===== src/hdl/trr_pkg.sv =====
package trr_pkg;

    // Request codes
    localparam logic [1:0] REQ_PACKET = 2'd0;
    localparam logic [1:0] REQ_TICK   = 2'd1;
    localparam logic [1:0] REQ_START  = 2'd2;

    // Send codes
    localparam logic [1:0] SEND_NONE  = 2'd0;
    localparam logic [1:0] SEND_ACK   = 2'd1;
    localparam logic [1:0] SEND_ERROR = 2'd2;

    // Error codes (TFTP codes 5, 4, 3)
    localparam logic [1:0] ERR_UNKNOWN_TID = 2'd0;
    localparam logic [1:0] ERR_ILLEGAL_OP  = 2'd1;
    localparam logic [1:0] ERR_DISK_FULL   = 2'd2;

    // Completion codes
    localparam logic [1:0] DONE_NONE    = 2'd0;
    localparam logic [1:0] DONE_OK      = 2'd1;
    localparam logic [1:0] DONE_FAIL    = 2'd2;
    localparam logic [1:0] DONE_TIMEOUT = 2'd3;

    // Protocol constants
    localparam logic [15:0] OP_DATA         = 16'd3;
    localparam logic [15:0] OP_ERROR        = 16'd5;
    localparam logic [15:0] WELL_KNOWN_PORT = 16'd69;
    localparam logic [15:0] BLOCK_BYTES     = 16'd512;

    // Register file
    localparam int          ADDR_W          = 3;
    localparam logic        REG_SERVER_ADDR = 1'b0;   // byte address 0
    localparam logic        REG_TIMEOUT     = 1'b1;   // byte address 4
    localparam logic [15:0] TIMEOUT_RESET   = 16'd1000;

endpackage


===== src/hdl/trr_if.sv =====
interface trr_req_if;
    logic        valid;
    logic        ready;
    logic [1:0]  req_type;
    logic [31:0] src_addr;
    logic [15:0] src_port;
    logic [15:0] opcode;
    logic [15:0] block_number;
    logic [15:0] payload_length;
    logic        write_accepted;

    modport source (
        output valid, req_type, src_addr, src_port, opcode, block_number,
               payload_length, write_accepted,
        input  ready
    );
    modport sink (
        input  valid, req_type, src_addr, src_port, opcode, block_number,
               payload_length, write_accepted,
        output ready
    );
endinterface

interface trr_res_if;
    logic        valid;
    logic        ready;
    logic [1:0]  send_kind;
    logic [15:0] send_block;
    logic [1:0]  error_kind;
    logic [1:0]  done_kind;
    logic [31:0] file_length;

    modport source (
        output valid, send_kind, send_block, error_kind, done_kind, file_length,
        input  ready
    );
    modport sink (
        input  valid, send_kind, send_block, error_kind, done_kind, file_length,
        output ready
    );
endinterface


===== src/hdl/tftp_read_receiver.sv =====
// Channel  | Dir | Transaction                      | Payload
// ---------+-----+----------------------------------+---------------------------------------
// req      | in  | start, packet header, timer tick | req_type, src_addr, src_port, opcode,
//          |     |                                  | block_number, payload_length,
//          |     |                                  | write_accepted
// res      | out | one result per request           | send_kind, send_block, error_kind,
//          |     |                                  | done_kind, file_length
// APB      | in  | register write / read            | server_addr @0, timeout_ticks @4
//
// One transaction per cycle sustained while res is not stalled. An input
// register feeds the decision logic (peer compare, block compare, one 32-bit
// saturating add), which feeds the result register that also updates the state.
// Reset (rst_n, async, active low) clears the transfer state, both valid
// flags and sets timeout_ticks to 1000. A stall on res holds the result
// register; req stays ready as long as the input stage can move on.
module tftp_read_receiver (
    input  logic                      clk,
    input  logic                      rst_n,
    trr_req_if.sink                   req,
    trr_res_if.source                 res,
    input  logic                      psel,
    input  logic                      penable,
    input  logic                      pwrite,
    input  logic [trr_pkg::ADDR_W-1:0] paddr,
    input  logic [31:0]               pwdata,
    output logic [31:0]               prdata,
    output logic                      pready
);
    import trr_pkg::*;

    // Configuration registers
    logic [31:0] server_addr_reg;
    logic [15:0] timeout_ticks_reg;

    // Input stage
    logic        in_valid_reg;
    logic [1:0]  in_type_reg;
    logic [31:0] in_addr_reg;
    logic [15:0] in_port_reg;
    logic [15:0] in_opcode_reg;
    logic [15:0] in_block_reg;
    logic [15:0] in_len_reg;
    logic        in_accepted_reg;

    // Transfer state
    logic        active_reg,         active_next;
    logic [15:0] expected_block_reg, expected_block_next;
    logic [31:0] byte_total_reg,     byte_total_next;
    logic        timer_armed_reg,    timer_armed_next;
    logic [15:0] timer_count_reg,    timer_count_next;

    // Result stage
    logic        res_valid_reg;
    logic [1:0]  send_kind_reg,   send_kind_next;
    logic [15:0] send_block_reg,  send_block_next;
    logic [1:0]  error_kind_reg,  error_kind_next;
    logic [1:0]  done_kind_reg,   done_kind_next;
    logic [31:0] file_length_reg, file_length_next;

    logic        stage_load;
    logic        fire;
    logic        peer_ok;
    logic [15:0] tick_count;
    logic [32:0] len_sum;
    logic [31:0] total_sat;
    logic        cfg_write;

    // ---------------------------------------------------------------
    // APB register port: access phase without wait states
    // ---------------------------------------------------------------
    assign pready    = 1'b1;
    assign cfg_write = psel && penable && pwrite;
    assign prdata    = (paddr[ADDR_W-1] == REG_TIMEOUT) ? {16'd0, timeout_ticks_reg}
                                                        : server_addr_reg;

    always_ff @(posedge clk or negedge rst_n)
    begin
        if (!rst_n)
        begin
            server_addr_reg   <= '0;
            timeout_ticks_reg <= TIMEOUT_RESET;
        end
        else if (cfg_write)
        begin
            // Low address bits select byte lanes only; ignore them
            if (paddr[ADDR_W-1] == REG_TIMEOUT)
                timeout_ticks_reg <= pwdata[15:0];
            else
                server_addr_reg <= pwdata;
        end
    end

    // ---------------------------------------------------------------
    // Flow control: the result register loads when empty or drained,
    // the input register refills whenever its content moves on.
    // ---------------------------------------------------------------
    assign stage_load = !res_valid_reg || res.ready;
    assign req.ready  = !in_valid_reg || stage_load;
    assign fire       = in_valid_reg && stage_load;

    always_ff @(posedge clk or negedge rst_n)
    begin
        if (!rst_n)
            in_valid_reg <= 1'b0;
        else if (req.ready)
            in_valid_reg <= req.valid;
    end

    always_ff @(posedge clk)
    begin
        if (req.valid && req.ready)
        begin
            in_type_reg     <= req.req_type;
            in_addr_reg     <= req.src_addr;
            in_port_reg     <= req.src_port;
            in_opcode_reg   <= req.opcode;
            in_block_reg    <= req.block_number;
            in_len_reg      <= req.payload_length;
            in_accepted_reg <= req.write_accepted;
        end
    end

    // ---------------------------------------------------------------
    // Decision logic
    // ---------------------------------------------------------------
    assign peer_ok    = (in_port_reg == WELL_KNOWN_PORT) && (in_addr_reg == server_addr_reg);
    assign tick_count = timer_count_reg + 16'd1;
    assign len_sum    = {1'b0, byte_total_reg} + {17'd0, in_len_reg};
    // Saturate the byte total on carry out
    assign total_sat  = len_sum[32] ? '1 : len_sum[31:0];

    always_comb
    begin
        active_next         = active_reg;
        expected_block_next = expected_block_reg;
        byte_total_next     = byte_total_reg;
        timer_armed_next    = timer_armed_reg;
        timer_count_next    = timer_count_reg;
        send_kind_next      = SEND_NONE;
        send_block_next     = '0;
        error_kind_next     = ERR_UNKNOWN_TID;
        done_kind_next      = DONE_NONE;
        file_length_next    = '0;

        unique case (in_type_reg)
            REQ_START:
            begin
                // Start or restart the transfer
                active_next         = 1'b1;
                expected_block_next = 16'd1;
                byte_total_next     = '0;
                timer_armed_next    = 1'b1;
                timer_count_next    = '0;
            end
            REQ_TICK:
            begin
                if (active_reg && timer_armed_reg)
                begin
                    timer_count_next = tick_count;
                    // Report the timeout once, keep the transfer open
                    if (tick_count >= timeout_ticks_reg)
                    begin
                        done_kind_next   = DONE_TIMEOUT;
                        timer_armed_next = 1'b0;
                        timer_count_next = '0;
                    end
                end
            end
            REQ_PACKET:
            begin
                if (active_reg)
                begin
                    if (!peer_ok)
                    begin
                        // Foreign peer: answer with an error, leave the timer running
                        send_kind_next  = SEND_ERROR;
                        error_kind_next = ERR_UNKNOWN_TID;
                    end
                    else
                    begin
                        timer_armed_next = 1'b0;
                        timer_count_next = '0;
                        if (in_opcode_reg == OP_DATA)
                        begin
                            if (in_block_reg < expected_block_reg)
                            begin
                                // Duplicate block: re-ack and re-arm
                                send_kind_next   = SEND_ACK;
                                send_block_next  = in_block_reg;
                                timer_armed_next = 1'b1;
                            end
                            else if (in_block_reg > expected_block_reg || !in_accepted_reg)
                            begin
                                // Block ahead or storage refusal: error and close
                                send_kind_next      = SEND_ERROR;
                                error_kind_next     = (in_block_reg > expected_block_reg)
                                                      ? ERR_ILLEGAL_OP : ERR_DISK_FULL;
                                done_kind_next      = DONE_FAIL;
                                active_next         = 1'b0;
                                expected_block_next = '0;
                                byte_total_next     = '0;
                            end
                            else
                            begin
                                send_kind_next      = SEND_ACK;
                                send_block_next     = in_block_reg;
                                expected_block_next = expected_block_reg + 16'd1;
                                byte_total_next     = total_sat;
                                timer_armed_next    = 1'b1;
                                // Short block ends the transfer
                                if (in_len_reg < BLOCK_BYTES)
                                begin
                                    done_kind_next      = DONE_OK;
                                    file_length_next    = total_sat;
                                    active_next         = 1'b0;
                                    expected_block_next = '0;
                                    byte_total_next     = '0;
                                    timer_armed_next    = 1'b0;
                                end
                            end
                        end
                        else if (in_opcode_reg == OP_ERROR)
                        begin
                            // Server aborted: close as failed
                            done_kind_next      = DONE_FAIL;
                            active_next         = 1'b0;
                            expected_block_next = '0;
                            byte_total_next     = '0;
                        end
                    end
                end
            end
            default:
            begin
                // Unused request code: empty result, no change
            end
        endcase
    end

    // ---------------------------------------------------------------
    // State and result registers advance together on fire
    // ---------------------------------------------------------------
    always_ff @(posedge clk or negedge rst_n)
    begin
        if (!rst_n)
        begin
            active_reg         <= 1'b0;
            expected_block_reg <= '0;
            byte_total_reg     <= '0;
            timer_armed_reg    <= 1'b0;
            timer_count_reg    <= '0;
            res_valid_reg      <= 1'b0;
        end
        else
        begin
            if (stage_load)
                res_valid_reg <= in_valid_reg;
            if (fire)
            begin
                active_reg         <= active_next;
                expected_block_reg <= expected_block_next;
                byte_total_reg     <= byte_total_next;
                timer_armed_reg    <= timer_armed_next;
                timer_count_reg    <= timer_count_next;
            end
        end
    end

    always_ff @(posedge clk)
    begin
        if (fire)
        begin
            send_kind_reg   <= send_kind_next;
            send_block_reg  <= send_block_next;
            error_kind_reg  <= error_kind_next;
            done_kind_reg   <= done_kind_next;
            file_length_reg <= file_length_next;
        end
    end

    assign res.valid       = res_valid_reg;
    assign res.send_kind   = send_kind_reg;
    assign res.send_block  = send_block_reg;
    assign res.error_kind  = error_kind_reg;
    assign res.done_kind   = done_kind_reg;
    assign res.file_length = file_length_reg;

endmodule


===== src/flat_wrapper.sv =====
// flat-port wrapper written by rule: the top's interface ports become plain ports
module tftp_read_receiver_flat import trr_pkg::*;
  (clk, rst_n, psel, penable, pwrite, paddr, pwdata, prdata, pready, req_valid, req_req_type, req_src_addr, req_src_port, req_opcode, req_block_number, req_payload_length, req_write_accepted, req_ready, res_valid, res_send_kind, res_send_block, res_error_kind, res_done_kind, res_file_length, res_ready);
  trr_req_if req_i ();
  trr_res_if res_i ();
  input  logic clk;
  input  logic rst_n;
  input  logic psel;
  input  logic penable;
  input  logic pwrite;
  input  logic [trr_pkg::ADDR_W-1:0] paddr;
  input  logic [31:0] pwdata;
  output logic [31:0] prdata;
  output logic pready;
  input wire logic [$bits(req_i.valid)-1:0] req_valid;
  input wire logic [$bits(req_i.req_type)-1:0] req_req_type;
  input wire logic [$bits(req_i.src_addr)-1:0] req_src_addr;
  input wire logic [$bits(req_i.src_port)-1:0] req_src_port;
  input wire logic [$bits(req_i.opcode)-1:0] req_opcode;
  input wire logic [$bits(req_i.block_number)-1:0] req_block_number;
  input wire logic [$bits(req_i.payload_length)-1:0] req_payload_length;
  input wire logic [$bits(req_i.write_accepted)-1:0] req_write_accepted;
  output wire logic [$bits(req_i.ready)-1:0] req_ready;
  output wire logic [$bits(res_i.valid)-1:0] res_valid;
  output wire logic [$bits(res_i.send_kind)-1:0] res_send_kind;
  output wire logic [$bits(res_i.send_block)-1:0] res_send_block;
  output wire logic [$bits(res_i.error_kind)-1:0] res_error_kind;
  output wire logic [$bits(res_i.done_kind)-1:0] res_done_kind;
  output wire logic [$bits(res_i.file_length)-1:0] res_file_length;
  input wire logic [$bits(res_i.ready)-1:0] res_ready;
  assign req_i.valid = req_valid;
  assign req_i.req_type = req_req_type;
  assign req_i.src_addr = req_src_addr;
  assign req_i.src_port = req_src_port;
  assign req_i.opcode = req_opcode;
  assign req_i.block_number = req_block_number;
  assign req_i.payload_length = req_payload_length;
  assign req_i.write_accepted = req_write_accepted;
  assign req_ready = req_i.ready;
  assign res_valid = res_i.valid;
  assign res_send_kind = res_i.send_kind;
  assign res_send_block = res_i.send_block;
  assign res_error_kind = res_i.error_kind;
  assign res_done_kind = res_i.done_kind;
  assign res_file_length = res_i.file_length;
  assign res_i.ready = res_ready;
  tftp_read_receiver u_core (.clk(clk), .rst_n(rst_n), .req(req_i), .res(res_i), .psel(psel), .penable(penable), .pwrite(pwrite), .paddr(paddr), .pwdata(pwdata), .prdata(prdata), .pready(pready));
endmodule

===== config.mk =====
export PLATFORM = sky130hd
export DESIGN_NAME = tftp_read_receiver_flat
export DESIGN_NICKNAME = d
export VERILOG_FILES = /design/src/hdl/trr_pkg.sv /design/src/hdl/trr_if.sv /design/src/hdl/tftp_read_receiver.sv /design/src/flat_wrapper.sv
export SDC_FILE = /design/constraint.sdc
export NUM_CORES = 1
export LEC_CHECK = 0
export ABC_AREA = 1
export BUFFER_PORTS_ARGS = -buffer_cell sky130_fd_sc_hd__buf_2
export CORE_ASPECT_RATIO = 0.5
export CORE_UTILIZATION = 50
export DETAILED_ROUTE_END_ITERATION = 8
export PLACE_DENSITY = 0.82
export REMOVE_ABC_BUFFERS = 1
export SETUP_SLACK_MARGIN = 0.3
export SYNTH_ARGS = -nofsm -noshare
export SYNTH_HDL_FRONTEND = slang
export SYNTH_SLANG_ARGS = --single-unit

===== constraint.sdc =====
create_clock -name clk -period 8.4 [get_ports clk]
set_input_delay 0.84 -clock clk [delete_from_list [all_inputs] [get_ports clk]]
set_output_delay 0.84 -clock clk [all_outputs]
set_load 0.01 [all_outputs]

; Word-level counts from Yosys, hierarchy flattened
; Index checks and enable logic that the tools add are counted.
[op_classes]
n_eq_ne = 12
bitwise = 7
add_sub_neg = 3
mux = 54
n_reduce_logical = 25
order_cmp = 4
[op_table]
columns = operator, n
row1 = 32-bit 2-to-1 mux, 9
row2 = 16-bit 2-to-1 mux, 13
row3 = 32-bit one-hot mux with 2 select lines, 1
row4 = 16-bit one-hot mux with 3 select lines, 1
row5 = 32-bit by 16-bit adder with 33-bit output, 1
row6 = "16-bit by 1-bit adder with 16-bit output, second input constant", 2
row7 = 32-bit equality test, 1
row8 = 16-bit one-hot mux with 2 select lines, 1
row9 = 2-bit 2-to-1 mux, 13
row10 = "16-bit by 2-bit equality test with 1-bit output, second input constant", 1
row11 = "16-bit by 3-bit equality test with 1-bit output, second input constant", 1
row12 = "16-bit by 7-bit equality test with 1-bit output, second input constant", 1
row13 = 16-bit greater-or-equal comparator, 1
row14 = 16-bit greater-than comparator, 1
row15 = "16-bit by 10-bit less-than comparator with 1-bit output, second input constant", 1
row16 = 16-bit less-than comparator, 1
row17 = 1-bit 2-to-1 mux, 13
row18 = 6-bit AND reduction, 2
row19 = "2-bit by 1-bit != test with 1-bit output, second input constant", 4
row20 = 2-bit AND reduction, 4
row21 = 1-bit inverter, 7
row22 = 7-bit OR reduction, 1
row23 = 1-bit logical AND, 6
row24 = 6-bit OR reduction, 1
row25 = other kinds (14), 18
[word_totals]
ff_bits = 269
inputBits = 141
elab_cells = 127

; Logic depth before layout (Yosys ltp)
; Gate-level depths: netlist (run 1).
[logic_depth]
word_depth = 9
mapped_depth = 18
ltp_nobuf = 18

; Worst setup path before layout (run 1)
; OpenSTA, ideal clock, no wires.
[synth_timing]
path_type = input to register
start = in res_ready
end = reg u_core.in_accepted_reg, enable pin
required_ns = 7.947
t_arrival_ns = 3.034
path_slack_ns = 4.914
cell_stages = 4
setup_time_ns = 0.453
cell_sequence = inv_1 nand3_1 nand2_1 inv_1
[synth_via]
elab_chain_cells = 3
[synth_rtl]
columns = element, line_no
row1 = "start, declared", flat_wrapper.sv:30  ; input wire logic [$bits(res_i.ready)-1:0] res_ready;
row2 = 1-bit logical OR, tftp_read_receiver.sv:97  ; assign stage_load = !res_valid_reg || res.ready;
row3 = 1-bit logical OR, tftp_read_receiver.sv:98  ; assign req.ready = !in_valid_reg || stage_load;
row4 = named net req_ready, flat_wrapper.sv:23  ; output wire logic [$bits(req_i.ready)-1:0] req_ready;
row5 = 1-bit logical AND, tftp_read_receiver.sv:111  ; if (req.valid && req.ready)
row6 = "end signal, assigned", tftp_read_receiver.sv:119  ; in_accepted_reg <= req.write_accepted;
row7 = "end, declared", tftp_read_receiver.sv:43  ; logic in_accepted_reg;
; The timed path passes the listed nets, and every way through them passes these cells.
; A chain may end at the register's enable or synchronous reset.

; Final worst setup path (run 1)
[layout_timing]
start = in paddr[2] (netlist bit)
end = out prdata[10]
[layout_via]
elab_chain_cells = 1
[layout_rtl]
columns = element, line_no
row1 = "start, declared", flat_wrapper.sv:11  ; input logic [trr_pkg::ADDR_W-1:0] paddr;
row2 = 32-bit 2-to-1 mux, tftp_read_receiver.sv:73  ; assign prdata = (paddr[ADDR_W-1] == REG_TIMEOUT) ? {16'd0, timeout_ticks_reg}
row3 = "end, declared", flat_wrapper.sv:13  ; output logic [31:0] prdata;
; Every way passes these cells.

==> results of run 1 <==
## cell usage in the layout (no fill, tap or decap), drive strengths merged
cell,Yosys,routed
a31oi,2,2
dfstp,6,6
o21bai,1,1
o21a,3,3
nand3b,6,6
dfrtp,110,110
a21o,2,2
nor2,194,194
nor3b,3,3
clkbuf,21,33
or2,3,3
fa,1,1
xor2,29,29
nand4,27,27
nor3,25,25
o21ai,90,90
nand2,423,423
ha,50,50
edfxtp,153,153
conb,1,1
nand3,66,66
buf,16,231
or3,1,1
bufinv,0,2
inv,232,232
clkinv,1,8
clkinvlp,0,3
nor4,5,5
and2,2,2
o22ai,2,2
and3,4,4
xnor2,26,26
diode,0,5
a21oi,48,48
o211ai,2,2
a31o,1,1
## worst paths after layout
| kind | endpoint | depth (start not counted) | slack [ns] |
|---|---|---|---|
| min in group clk | u_core.in_block_reg[14] | 1 | 0.47 |
| hold reg to reg | u_core.timeout_ticks_reg[15] | 2 | 0.49 |
| max in group asynchronous | u_core.server_addr_reg[25] | 2 | 6.68 |
| hold / removal | u_core.server_addr_reg[28] | 1 | 0.39 |
| setup reg to reg | u_core.byte_total_reg[0] | 14 | 5.03 |
| setup / recovery | prdata[10] | 4 | 4.83 |
## stage by stage
step	setup WS, ns	util [%]	instance area (um^2)	total power [mW]	hold WS [ns]
finish	4.83	59.6	15900	3.14	0.385
floorplan	4.91	-	13500	1.87	0.453
CTS	4.88	59.6	15900	3.16	0.408
global placement	4.84	56.7	15100	2.03	0.466
global route	4.64	59.6	15900	3.28	0.457
detailed placement	4.88	56.7	15100	2.05	0.473
## power groups by stage
stage | Sequential (mW) | Combinational (mW) | Clock, mW
after floorplan | 1.63 | 0.241 | 0
after global placement | 1.62 | 0.409 | 0
after detailed placement | 1.63 | 0.424 | 0
after CTS | 1.60 | 0.431 | 1.13
after global routing | 1.62 | 0.483 | 1.18
final | 1.60 | 0.427 | 1.11
## per-layer routing
metal  track usage (%)  up-vias  wire (um)
met4              7.35        0        911
met2              38.2      314      15100
met1              29.1     5154      13500
met5                 0        -          0
met3              4.03       57       1710
li1                  -     5438          -
## area by class of cell
| cell class | instances | area (um^2) | share of cell area (%) |
|---|---|---|---|
| flip-flops and latches | 269 | 7500 | 47.2 |
| multi-input cells | 1017 | 5130 | 32.2 |
| repair buffers | 231 | 1170 | 7.36 |
| inverters | 233 | 877 | 5.51 |
| clock buffers | 33 | 656 | 4.12 |
| well taps | 352 | 440 | 2.77 |
| clock inverters | 12 | 119 | 0.747 |
| diodes | 5 | 12.5 | 0.0786 |
## kinds of logic (layout without fill, tap and decap cells)
family | Yosys count | count (layout) | share of synthesized area [%]
simple gates | 759 | 759 | 23.4
buf+inv | 270 | 509 | 7.82
flops | 269 | 269 | 54.8
compound gates | 151 | 151 | 5.81
xor+xnor | 55 | 55 | 3.52
fa+ha+maj | 51 | 51 | 4.71
other cells | 1 | 6 | 0.0274
==> qor.csv, run 1 <==
metric,value,unit
status,finished clean,
Crit path arrival time,2.73,ns
Crit Path Class,in2out,
Max clock buf depth,3,
maxcap violations,0,
Post-synth EDFFs,153,
RR Startpoint,u_core.expected_block_reg[7],
"non-filler cells, final",2152,
Layout area overhead,16.1,%
placed cells,2102,
fraction of layout cells with a size suffix above 1,17.0,%
sequential share of power,51.1,%
unique cell type count in the Yosys netlist,49,
"top cells by area, synth","edfxtp_1 (34%), dfrtp_1 (20%), nand2_1 (12%), inv_1 (6.2%), nor2_1 (5.2%)",
# setup viols final,0,
Post-synth ARST share,43.1,%
DRT iter0 DRCs,907,
antenna-violating nets left,0,
CP Launch Type,input pin,
core area,0.0267,mm^2
"Cell Area, Synth",0.0137,mm^2
CTS tree,built,
CP cell instances,buf_2 > clkinv_1 > o21ai_0 > buf_2,
synth cell count leaders,"nand2_1 (420), inv_1 (226), nor2_1 (189)",
Die W,236,um
first-pass iteration count of the detailed router,5,
DR vias,11000,
Worst-Skew Late Latency,0.54,ns
clock root buffer,clkbuf_16,
clk sinks,269,
gate count after technology mapping,1556,
Placer Congestion,0.910,
pin count of the biggest net entering global routing,81,
DR vias/cell,5.09,
top cell type's share of synthesized area,33.5,%
Crit-path slowest cell,clkinv_1,
Final Cycle Share,42.5,%
Overflow after GRT,0,
# DRC,0,
Nets,1969,
most frequent cell after synthesis,nand2_1,
CTS hold repair buffers,0,
power share of the clock group,35.3,%
Crit path required time,7.56,ns
Die Y,119,um
number of warnings issued by yosys,0,
HP Class,in2async,
Logic pwr share,13.6,%
"slowest stage delay, CP",0.71,ns
TritonCTS Buffers,25,
initial antenna violation count,5,
final hold vios,0,
Top delay family on crit path,buffers and inverters,
All-Layer GR Usage,22.4,%
kind of end point of the critical path,primary output,
sw power,0.832,mW
# IOs,230,
min Tclk post-route,3.57,ns
Final HPWL DP,22100,um
register area share after synthesis,54.8,%
Post-CTS Setup Bufs,0,
setup TNS,0,ns
Main synth FF type,edfxtp_1,
relative slew slack,24.3,%
first-pass GRT wire length,50800,um
I/O Buffers,226,
Max Transition Viols Final,0,
Critical path origin,paddr[2],
FILL cells,2246,
Clock Pin Slew Worst Setup and Hold Paths,0.06,ns
drt total wl,31200,um
CP Buf/Inv Count,3,
Net Sw Frac,26.5,%
Avg Inst Size Synth,8.81,um^2
Fmax,280,MHz
Internal Power,2.31,mW
#FFs+latches synth,269,
worst-path maximum fanout,26,
row cnt,42,
WL/cell,14.5,um
worst ir drop on vdd,271,uV
RSZ-0062 raised after global routing,false,
# resized after CTS,0,
Pleak,7.65,nW
Yosys top cell by area,edfxtp_1,
Clock Skew,0.0302,ns
DIE AREA,0.0281,mm^2
PwrDens,197,mW/mm^2
H-tree depth,1,
Initial Util,51.3,%
worst-margin pin slew,1.13,ns
"most used cell, CP",buf_2,
vias in the first global route,10500,
Power figures use the tool's default switching activity.
==> run 2, diff against run 1 <==
==> constraint.sdc (replaced) <==
create_clock -name clk -period 3.5 [get_ports clk]
set_input_delay 0.35 -clock clk [delete_from_list [all_inputs] [get_ports clk]]
set_output_delay 0.35 -clock clk [all_outputs]
set_load 0.01 [all_outputs]
==> qor.csv, run 2 (same netlist as run 1, synthesis figures left out) <==
metric,value,unit,change
Logic pwr share,14.7,%,+1.1 points
"slowest stage delay, CP",0.38,ns,-0.33 ns
Clock Skew,0.0240,ns,-0.00622 ns
Internal Power,5.87,mW,+150%
Crit path arrival time,3.44,ns,+0.71 ns
Placer Congestion,0.923,,+1.5%
final hold vios,0,,unchanged
design area,0.0172,mm^2,+7.9%
clock root buffer,clkbuf_16,,
CTS tree,built,,
pre-CTS WS,0.333,ns,-4.55 ns
Initial Util,51.3,%,unchanged
TritonCTS Buffers,25,,unchanged
maxcap violations,0,,unchanged
# setup viols final,0,,unchanged
Max clock buf depth,3,,unchanged
cells on worst reg2reg path,19,,+5
min Tclk post-route,2.97,ns,
power share of the clock group,36.9,%,+1.6 points
"commonest cells after routing, fill and taps aside","nand2_1 (417), buf_2 (225), inv_1 (222)",,
pin count of the biggest net entering global routing,69,,-15%
Final HPWL DP,22400,um,+1.4%
DIE AREA,0.0281,mm^2,unchanged
Final Cycle Share,84.8,%,
first-pass iteration count of the detailed router,6,,+1
RSZ-0062 raised after global routing,false,,
Clock Pin Slew Worst Setup and Hold Paths,0.07,ns,about the same
vias in the first global route,11500,,+9.9%
Max Transition Viols Final,0,,unchanged
row cnt,42,,unchanged
drt total wl,35200,um,+13%
DRT iter0 DRCs,942,,+3.9%
Net Sw Frac,26.3,%,-0.17 points
clk sinks,269,,unchanged
# DRC,0,,unchanged
DR vias/cell,5.19,,+2.0%
kind of end point of the critical path,register,,
Layout area overhead,25.3,%,
first-pass GRT wire length,55800,um,+9.9%
setup TNS,0,ns,unchanged
Die Y,119,um,unchanged
placed cell area,0.0152,mm^2,+0.46%
Crit Path Class,reg2reg,,
core area,0.0267,mm^2,unchanged
fraction of layout cells with a size suffix above 1,17.6,%,+0.60 points
# IOs,230,,unchanged
Min-Delay Path Depth,1,,
Setup WS post-layout,0.533,ns,-4.30 ns
sw power,2.10,mW,+150%
CP cell instances,ha_2 > nand3_2 > inv_2 > nand3_1 > nor2_1 > inv_1 > nor3_2 > xor2_1 > ha_1 > nand2_1 > inv_1 > nand3_2 > inv_1 > a21oi_2 > nand4_1 > inv_2 > buf_4 > nand3_1 > nand2_1,,
Nets,2078,,+5.5%
I/O Buffers,226,,unchanged
CP Launch Type,register,,
Crit path required time,3.97,ns,-3.59 ns
WL/cell,15.6,um,+7.2%
PwrDens,464,mW/mm^2,+140%
status,finished clean,,
"most used cell, CP",inv_1,,
worst ir drop on vdd,399,uV,+47%
DR vias,11700,,+7.2%
initial antenna violation count,6,,+1
relative slew slack,38.6,%,+14 points
antenna-violating nets left,0,,unchanged
sequential share of power,48.4,%,-2.7 points
worst-margin pin slew,0.919,ns,-0.212 ns
Crit-path slowest cell,dfrtp_1,,
worst-path maximum fanout,4,,-85%
All-Layer GR Usage,24.7,%,+2.3 points
Overflow after GRT,0,,unchanged
Fmax,337,MHz,
"commonest non-fill, non-tap cell in the layout",nand2_1,,
FILL cells,2073,,-7.7%
HP Class,in2reg,,
Pleak,8.22,nW,+7.5%
H-tree depth,1,,unchanged
Die W,236,um,unchanged
Worst-Skew Late Latency,0.55,ns,about the same
run 2: cell count changes in the layout (fill, tap and decap cells not counted), moves of 3 or more:
cell,previous run,this run
clkbuf_1,8,1
clkbuf_8,0,5
buf_4,6,13
nor3_1,22,19
dlygate4sd3_1,0,99
run 2: layer usage:
metal / vias up / GRT usage [%] / routed length [um]
met4: 0 / 12.1 / 1780
met2: 456 / 42.8 / 17100
li1: 5651 / - / -
met5: - / 0 / 0
met1: 5511 / 29.9 / 14200
met3: 131 / 4.54 / 2090
run 2: what timing repair did:
item | in CTS | in global routing
setup buffers | 0 | 3
endpoints found under the hold margin | 146 | 0
resized for setup | 0 | 17
setup endpoints to repair | 0 | 19
hold buffers | 99 | 0
run 2: critical path, delay by kind of cell (launching register included):
| family | cells | cell delay [ns] |
|---|---|---|
| adder cells (fa/ha/maj) | 2 | 0.47 |
| XOR/XNOR | 1 | 0.21 |
| AO/OA/AOI/OAI | 1 | 0.17 |
| flip-flops | 1 | 0.38 |
| buffers and inverters | 6 | 0.61 |
| AND/OR/NAND/NOR | 9 | 1.07 |
run 2: path summary, 6_finish.rpt:
kind	slack (ns)	startpoint	end
setup / recovery	0.53	u_core.timer_count_reg[1]	u_core.timer_count_reg[2]
hold / removal	0.03	req_payload_length[13]	u_core.in_len_reg[13]
setup reg to reg	0.53	u_core.timer_count_reg[1]	u_core.timer_count_reg[2]
hold reg to reg	0.49	u_core.timeout_ticks_reg[14]	u_core.timeout_ticks_reg[14]
max in group asynchronous	2.26	rst_n	u_core.timeout_ticks_reg[3]
min in group asynchronous	0.39	rst_n	u_core.server_addr_reg[26]
run 2: power groups by stage:
stage,registers [mW],logic (mW),clock network [mW]
3_3_place_gp,3.90,0.990,0
3_5_place_dp,3.91,1.02,0
6_report,3.86,1.17,2.94
5_1_grt,3.88,1.30,3.09
4_1_cts,3.85,1.12,2.96
2_1_floorplan,3.92,0.579,0
run 2: cell type report:
cell class | count | area, um^2 | area share [%]
tap | 352 | 440 | 2.56
timing repair buffer | 339 | 2250 | 13.1
inverter | 233 | 877 | 5.11
clock inverter | 14 | 176 | 1.03
clock buffer | 31 | 698 | 4.07
antenna | 6 | 15.0 | 0.0874
multi-input combinational | 1018 | 5210 | 30.3
sequential | 269 | 7500 | 43.7
run 2: through the flow:
| stage | util (%) | instances | hold slack (ns) | power, mW |
|---|---|---|---|---|
| after floorplan | - | 1519 | 0.0544 | 4.49 |
| after global placement | 56.9 | 2108 | 0.427 | 4.89 |
| after detailed placement | 56.9 | 2108 | 0.428 | 4.93 |
| after CTS | 63.9 | 2252 | 0.00737 | 7.93 |
| after global routing | 64.3 | 2262 | 0.00980 | 8.27 |
| final | 64.3 | 2262 | 0.0272 | 7.96 |
